==> src/sv/tphi_ram.sv <==
// generic single write port, single read port ram with registered read
module tphi_ram #(
	parameter int WIDTH = 8,
	parameter int DEPTH = 16
) (
	input  logic                     clk,
	input  logic                     we,
	input  logic [$clog2(DEPTH)-1:0] waddr,
	input  logic [WIDTH-1:0]         wdata,
	input  logic [$clog2(DEPTH)-1:0] raddr,
	output logic [WIDTH-1:0]         rdata
);

	logic [WIDTH-1:0] mem [DEPTH];

	always_ff @(posedge clk) begin
		if (we) begin
			mem[waddr] <= wdata;
		end
		rdata <= mem[raddr];
	end

endmodule

==> config.mk <==
export PLATFORM = sky130hd
export DESIGN_NAME = tphi_ram
export DESIGN_NICKNAME = d
export VERILOG_FILES = /design/src/sv/tphi_ram.sv
export SDC_FILE = /design/constraint.sdc
export NUM_CORES = 1
export LEC_CHECK = 0
export BUFFER_PORTS_ARGS = -buffer_cell sky130_fd_sc_hd__buf_2
export CELL_PAD_IN_SITES_DETAIL_PLACEMENT = 0
export CELL_PAD_IN_SITES_GLOBAL_PLACEMENT = 2
export CORE_MARGIN = 2
export CORE_UTILIZATION = 42
export CTS_BUF_LIST = sky130_fd_sc_hd__clkbuf_2 sky130_fd_sc_hd__clkbuf_4 sky130_fd_sc_hd__clkbuf_8
export CTS_CLUSTER_SIZE = 16
export DETAILED_ROUTE_END_ITERATION = 7
export GPL_ROUTABILITY_DRIVEN = 0
export HOLD_SLACK_MARGIN = 0.15
export PLACE_DENSITY = 0.74
export SYNTH_ARGS = -nofsm -noshare
export SYNTH_HDL_FRONTEND = slang
export SYNTH_SLANG_ARGS = --single-unit
export TNS_END_PERCENT = 10
==> constraint.sdc <==
create_clock -name clk -period 4.5 [get_ports clk]
set_input_delay 0.675 -clock clk [delete_from_list [all_inputs] [get_ports clk]]
set_output_delay 0.675 -clock clk [all_outputs]
set_load 0.03 [all_outputs]
==> metrics, run 1 <==
vias in the first global route=2422; setup ws final=2.254 ns; pwr dens=444.2 nW/um^2; largest net degree at the start of global routing=33; total setup buffers inserted after CTS=0; Mapped Nets=247; Yosys warning count=0; Hold Path Origin=wdata[3]; layout cells sized above 1=27.60%; FMAX=445.3 MHz; initial cell density of the core=42.85%; CP top delay family=simple AND/OR/NAND/NOR gates; drc violations=0; crit path DAT=2.28 ns; Final Skew=0.007878 ns; Synth area leaders=edfxtp_1, mux4_2, mux4_1, dfxtp_1, a22oi_1; CP max-delay cell=nor3_1; worst r2r src=mem[11][7]; register bit total from synthesis=136; global-route wire length before repair=14.44 mm; vias per std cell=5.455; Tightest Pin Transition=1.248 ns; post-place setup slack=1.749 ns; Layout area overhead=12.71%; CTS tree=done; initial antenna violation count=0; worst vdd ir=0.0001847 V; Worst R2R End=rdata[7]; Fillers=990; Lkg Pwr=1.922 nW; max incr delay on CP=0.97 ns; Yosys top cell area share=74.67%; port buffer count=25; Mean Syn Cell Area=22.48 um^2; worst path required time=4.54 ns; clock latency on the worst-skew pair=0.43 ns; Hold EP=mem[10][3]; hold path cells=1; post-detail-place hpwl=5.950 mm; total track usage=15.97%; Clk pin slew, worst setup/hold paths=0.07 ns; FF/Latch Area=4004 um^2; Reg2Reg Depth=3; CORE AREA=12010 um^2; Avg WL per Cell=22.52 um; PnR Total Power=2.577 mW; final net count=284; total global routing overflow=0; area of the multi-input gates=1057 um^2; Starting DRT DRC Count=131; crit path max fanout=8; clock root buffer=clkbuf_8; die area=13160 um^2; WL final=9.593 mm; final setup fails=0; Seq/Total Area, Yosys=77.78%; Crit. End Element=register; row cnt=40; CTS buffer count=17; worst path buffer plus inverter count=1; CP Cell Sequence=buf_2, or3b_2, nor3_1; RSZ-0062 raised after global routing=false; DR vias=2324; CTS sink cnt=136; htree depth=4; Die H=114.7 um; Post-Syn Area=5147 um^2; worst reg2reg setup slack=3.14 ns; Synth Instances=229; drt pass-1 iters=5; Max Cap Viol=0; final slew viol count=0; Cell variety after synth=19; Core Util, Final=48.30%; # resized after CTS=0; final hold violations=0; # hold bufs at CTS=0; Post-DRT Antenna Nets=0; min Tclk post-route=2.246 ns; Die Width=114.7 um; HP Class=in2reg; max_slew headroom=16.17%; dominant cell type by area after synthesis=edfxtp_1; ANT cells=0; Final Cycle Share=49.91%; clock buffer depth=2; Fin Setup TNS=0 ns; WS Path Type=in2reg; IO Pins=26; run status=complete, no violations; CP Launch Type=primary input
==> worst max-delay path by stage <==
stage | start | to | slack (ns) | cells past startpoint
floorplan | waddr[2] | mem[0][0] | 2.33 | 2
global placement | waddr[2] | mem[0][7] | 1.73 | 3
detailed placement | waddr[2] | mem[0][7] | 1.75 | 3
CTS | waddr[2] | mem[0][4] | 2.20 | 3
global route | waddr[2] | mem[0][1] | 2.11 | 3
finish | waddr[2] | mem[0][4] | 2.25 | 3
==> cell usage after synthesis <==
cell and instances:
mux4_1 14, buf_2 3, mux4_2 18, a22oi_1 16, edfxtp_1 128, nand2b_1 2
and2b_1 1, and2_1 1, buf_4 1, nor2_1 13, dfxtp_1 8, or3b_2 1
buf_6 3, clkdlybuf4s25_2 3, nor2b_1 1, nand2_1 9, nor3_1 4, nand3b_1 2
nand3_1 1
==> state kept, by name, summed over array words and instances (netlist names) <==
| signal | flops |
|---|---|
| mem | 128 |
| rdata | 8 |
==> layout make-up <==
cell class	instances	share of cell area [%]
multi-input cells	83	18.22
flip-flops and latches	136	69.01
clock buffers	22	4.895
repair buffers	28	2.545
clock inverters	10	2.157
well taps	147	3.170
==> routing by layer <==
layer  up-vias  part of all wire (%)  GRT usage (%)
li1       1048                     -              -
met1      1212                    44          21.01
met2        53                    51          25.40
met3        11                   3.7          4.553
met4         0                   1.2          6.426
met5         -                     0              0
==> per-stage QoR <==
step	area [um^2]	instances	hold WS [ns]
finish	5802	426	0.6313
global route	5802	426	0.6148
CTS	5802	426	0.6106
detailed placement	5393	394	0.6530
global placement	5393	394	0.6525
floorplan	5147	229	0.6293
==> cell usage in the layout, fill, tap and decap left out, drive strengths merged <==
cell / n
a22oi: 16
and2: 1
and2b: 1
buf: 28
bufinv: 3
clkbuf: 22
clkinv: 6
clkinvlp: 1
dfxtp: 8
edfxtp: 128
mux4: 32
nand2: 9
nand2b: 2
nand3: 1
nand3b: 2
nor2: 13
nor2b: 1
nor3: 4
or3b: 1
==> cell families (layout without fill, tap and decap cells) <==
family,Yosys count,after routing,synth area share (%)
compound gates,16,16,2.334
buf+inv,10,60,1.677
flops,136,136,77.78
mux,32,32,15.02
simple gates,35,35,3.184
==> where the power goes <==
group / switching (mW) / internal [mW]
Sequential: 0.00914 / 1.42
Combinational: 0.0865 / 0.0509
Clock: 0.427 / 0.588
==> worst reg2reg max path, delay by kind of cell (launching register included) <==
family             cells  cell delay [ns]
DFF                    1             0.38
AOI/OAI and AO/OA      1             0.31
and+or+nand+nor        1             0.08
muxes                  1             0.48
Note: power is estimated with default switching activity, not from simulation.
==> run 2: changes to the inputs <==
- PLACE_DENSITY: 0.74 -> 0.77
- clock period: 4.5 -> 1.8 ns (I/O delays scaled with it)
==> run 2 against run 1 <==
Setup slack worse by 1.9 ns. Clock power up 130%. Core utilization up 1.0 points. Total power up 140%. Sequential share of layout area down 1.5 points. Flip-flop and latch count unchanged. Die area unchanged. Non-clock buffer count up 18. Critical endpoint is now rdata[7]. Worst hold slack worse by 0.41 ns. Largest cell class unchanged. Sequential power rose to 2.5 times the previous value. Critical path depth unchanged. First-iteration DRC count up 44%.
==> metrics, run 2 (synthesis gave the netlist of run 1 again) <==
Post-DRT Antenna Nets=0 (unchanged); post-detail-place hpwl=6.563 mm (+10%); max_slew headroom=72.15% (+56 points); Clk pin slew, worst setup/hold paths=0.07 ns (about the same); worst vdd ir=0.0004084 V (+120%); initial cell density of the core=42.85% (unchanged); CTS sink cnt=136 (unchanged); clock latency on the worst-skew pair=0.42 ns (about the same); Lkg Pwr=2.003 nW (+4.2%); total setup buffers inserted after CTS=0 (unchanged); Avg WL per Cell=22.80 um (+1.2%); Layout area overhead=15.14%; pwr dens=1056 nW/um^2 (+140%); CORE AREA=12010 um^2 (unchanged); # resized after CTS=0 (unchanged); post-place setup slack=0.05876 ns (-1.690 ns); WS Path Type=reg2reg; Max Cap Viol=0 (unchanged); commonest non-fill, non-tap cell in the layout=edfxtp_1; row cnt=40 (unchanged); final setup fails=0 (unchanged); WL final=10.12 mm (+5.5%); initial antenna violation count=0 (unchanged); total track usage=16.56% (+0.59 points); layout cells sized above 1=31.65% (+4.1 points); biggest regs=mem (128), rdata (8); worst path required time=2.09 ns (-2.45 ns); Fin Setup TNS=0 ns (unchanged); Starting DRT DRC Count=189 (+44%); setup ws final=0.3899 ns (-1.864 ns); IO Pins=26 (unchanged); CTS tree=done; CP Launch Type=register; CTS buffer count=17 (unchanged); run status=complete, no violations; Top reg by flops=mem; max reg flops=128 (unchanged); drc violations=0 (unchanged); crit path DAT=1.70 ns (-0.58 ns); Tightest Pin Transition=0.4177 ns (-0.8301 ns); crit path max fanout=1 (-7); min Tclk post-route=1.410 ns; Reg2Reg Depth=3 (unchanged); most frequent cells in the layout=edfxtp_1, buf_2, buf_4; Die Width=114.7 um (unchanged); DR vias=2402 (+3.4%); htree depth=4 (unchanged); clock root buffer=clkbuf_8; port buffer count=25 (unchanged); FMAX=709.2 MHz; vias in the first global route=2453 (+1.3%); final instance area=5927 um^2 (+2.2%); clock buffer depth=2 (unchanged); global-route wire length before repair=15.10 mm (+4.5%); total global routing overflow=0 (unchanged); final hold violations=0 (unchanged); DP Area=5553 um^2 (+3.0%); Die H=114.7 um (unchanged); Final Cycle Share=78.34%; largest net degree at the start of global routing=33 (unchanged); final slew viol count=0 (unchanged); vias per std cell=5.410 (-0.83%); Core Util, Final=49.34% (+1.0 points); ANT cells=0 (unchanged); RSZ-0062 raised after global routing=false; Crit. End Element=register; hold path cells=1 (unchanged); # hold bufs at CTS=0 (unchanged); worst hold margin=0.2231 ns (-0.4082 ns); die area=13160 um^2 (unchanged); final net count=302 (+6.3%); worst reg2reg setup slack=0.39 ns (-2.75 ns); Final Skew=0.008174 ns (+0.0002959 ns); drt pass-1 iters=4 (-1); HP Class=in2reg
[run 2: cell count changes in the layout (fill, tap and decap cells not counted), sizes merged]
cell | before | now
buf | 28 | 46
bufinv | 3 | 2
clkbuf | 22 | 18
clkinv | 6 | 9
clkinvlp | 1 | 2
inv | 0 | 1
[run 2: final cells by class]
class | instances | area, um^2
Clock inverter | 14 | 132.6
Fill cell | 984 | 6085
Timing Repair Buffer | 46 | 307.8
Clock buffer | 18 | 241.5
Multi-Input combinational cell | 83 | 1057
Tap cell | 147 | 183.9
Sequential cell | 136 | 4004
[run 2: worst paths after layout]
path                                 start         end
worst min-delay path              wdata[2]  mem[11][2]
worst max register to register  mem[11][7]    rdata[7]
worst max-delay path            mem[11][7]    rdata[7]
worst min register to register  mem[12][2]    rdata[2]
[run 2: metrics by stage]
step           power, mW  instances
3_5_place_dp       4.004        412
4_1_cts            6.306        444
3_3_place_gp       3.993        412
6_report           6.257        444
2_1_floorplan      3.843        229
5_1_grt            6.480        444
[run 2: critical path, stage by stage (launching register included)]
cell and delay (ns):
edfxtp_1 0.36, mux4_2 0.47, a22oi_1 0.34, nand2_1 0.11
[run 2: metal layers]
metal / vias to the layer above / routed length [um] / GRT usage [%]
li1: 1079 / - / -
met1: 1224 / 4475 / 24.81
met2: 88 / 4706 / 24.42
met3: 11 / 829 / 3.864
met4: 0 / 110 / 5.301
met5: - / 0 / 0
[run 2: where the power goes]
part	switching, mW	total [mW]	leakage [nW]	internal, mW
Combinational	0.219	0.365	0.590	0.145
Sequential	0.0268	3.56	1.22	3.54
Clock	1.10	2.33	0.189	1.23
Total	1.35	6.26	2.00	4.91
==> run 3: changes to the inputs <==
- PLACE_DENSITY: 0.77 -> 0.74
- clock period: 1.8 -> 1.3 ns (I/O delays scaled with it)
==> run 3 against run 2 <==
Global-route usage down 0.81 points. Routed wire length shrank 7.5%. Core utilization grew 2.7 points. Worst hold slack improved by 0.069 ns. Design area rose by 5.5%. Combinational power grew 58%. Final cell count increased by 3.8%. Critical path depth did not move. Highest routed layer unchanged. Sequential share of layout area fell by 3.5 points. Setup slack worse by 0.36 ns. Via count is 1.1% higher.
==> metrics, run 3 (synthesis gave the netlist of run 1 again) <==
run status=complete, no violations; HP Class=in2reg; area of the multi-input gates=1099 um^2 (+3.9%); htree depth=4 (unchanged); Top reg by flops=mem; die area=13160 um^2 (unchanged); WL final=9.361 mm (-7.5%); crit path DAT=1.57 ns (-0.13 ns); CTS sink cnt=136 (unchanged); setup ws final=0.03350 ns (-0.3564 ns); CTS tree=done; max incr delay on CP=0.48 ns (about the same); layout cells sized above 1=38.54% (+6.9 points); biggest regs=mem (128), rdata (8); max reg flops=128 (unchanged); IO Pins=26 (unchanged); CP Cell Sequence=mux4_2, a22oi_2, nand2_1; final hold violations=0 (unchanged); CP Launch Type=register; max_slew headroom=42.82% (-29 points); post-place setup slack=-0.3196 ns (-0.3784 ns); WS Path Type=reg2reg; port buffer count=25 (unchanged); Starting DRT DRC Count=95 (-50%); largest net degree at the start of global routing=18 (-45%); Layout area overhead=21.46%; post-detail-place hpwl=6.264 mm (-4.6%); Post-DRT Antenna Nets=0 (unchanged); DP Area=5722 um^2 (+3.0%); initial antenna violation count=0 (unchanged); Core Util, Final=52.05% (+2.7 points); Die Width=114.7 um (unchanged); total track usage=15.75% (-0.81 points); CTS buffer count=17 (unchanged); DR vias=2429 (+1.1%); FMAX=789.6 MHz (+11%); RSZ-0062 raised after global routing=true; clock latency on the worst-skew pair=0.43 ns (about the same); drc violations=0 (unchanged); final slew viol count=0 (unchanged); clock buffer depth=2 (unchanged); most frequent cells in the layout=edfxtp_1, buf_2, mux4_2, clkbuf_8, buf_4; CP top delay family=multiplexers; final setup fails=0 (unchanged); crit path max fanout=1 (unchanged); Final Skew=0.01312 ns (+0.004944 ns); final net count=319 (+5.6%); Final Cycle Share=97.42% (+19 points); initial cell density of the core=42.85% (unchanged); Lkg Pwr=2.128 nW (+6.3%); Die H=114.7 um (unchanged); clock root buffer=clkbuf_8; CORE AREA=12010 um^2 (unchanged); Clk pin slew, worst setup/hold paths=0.08 ns (about the same); Avg WL per Cell=20.31 um (-11%); vias per std cell=5.269 (-2.6%); vias in the first global route=2442 (-0.45%); ANT cells=0 (unchanged); Tightest Pin Transition=0.8559 ns (+0.4382 ns); global-route wire length before repair=14.37 mm (-4.8%); min Tclk post-route=1.267 ns (-0.1436 ns); total global routing overflow=0 (unchanged); pwr dens=1463 nW/um^2 (+39%); FF/Latch Area=4004 um^2 (unchanged); Fillers=949 (-3.6%); CP max-delay cell=mux4_2; worst path required time=1.61 ns (-0.48 ns); commonest non-fill, non-tap cell in the layout=edfxtp_1; Crit. End Element=register; drt pass-1 iters=4 (unchanged); worst vdd ir=0.0005754 V (+41%); worst path buffer plus inverter count=0 (unchanged); row cnt=40 (unchanged); final instance area=6252 um^2 (+5.5%); Max Cap Viol=0 (unchanged)
-- run 3: final cells by class --
class | count | share of cell area [%]
Sequential cell | 136 | 64.04
Tap cell | 147 | 2.942
Clock buffer | 24 | 5.083
Multi-Input combinational cell | 83 | 17.57
Timing Repair Buffer | 63 | 8.485
Clock inverter | 8 | 1.881
-- run 3: power by group --
part	internal (mW)	switching [mW]	total (mW)
clock	2.18	1.46	3.64
sequential	4.90	0.0323	4.93
combinational	0.256	0.319	0.575
total	7.34	1.81	9.15
-- run 3: worst paths after layout --
kind | startpoint | cells after the start | slack, ns | end
max | mem[11][7] | 3 | 0.03 | rdata[7]
max reg2reg | mem[11][7] | 3 | 0.03 | rdata[7]
min reg2reg | mem[8][2] | 3 | 0.67 | rdata[2]
min | waddr[1] | 3 | 0.29 | mem[0][3]
-- run 3: worst reg2reg max path, cell delays in order (launching register included) --
cell and delay [ns]:
edfxtp_1 0.36, mux4_2 0.48, a22oi_2 0.23, nand2_1 0.07
-- run 3: timing repair --
action / in CTS / in global routing
setup endpoints to repair: 5 / 6
buffers inserted: 0 / 0
hold buffers: 8 / 0
pin swaps: 2 / 1
resized for setup: 5 / 5
endpoints found under the hold margin: 119 / 0
-- run 3: metal layers --
metal | routed length [um] | vias to the layer above | track usage [%]
li1 | - | 1110 | -
met1 | 4012 | 1254 | 19.58
met3 | 383 | 13 | 5.188
met2 | 4832 | 52 | 26.27
met4 | 133 | 0 | 5.301
met5 | 0 | - | 0
-- run 3: metrics by stage --
step / instances / total power [mW] / hold WS (ns) / setup TNS, ns
2_1_floorplan: 229 / 5.326 / 0.2939 / -0.9985
3_3_place_gp: 421 / 5.571 / 0.5831 / -4.075
3_5_place_dp: 421 / 5.580 / 0.5922 / -4.403
4_1_cts: 461 / 9.225 / 0.2643 / 0
5_1_grt: 461 / 9.474 / 0.2819 / -0.04013
6_report: 461 / 9.150 / 0.2919 / 0
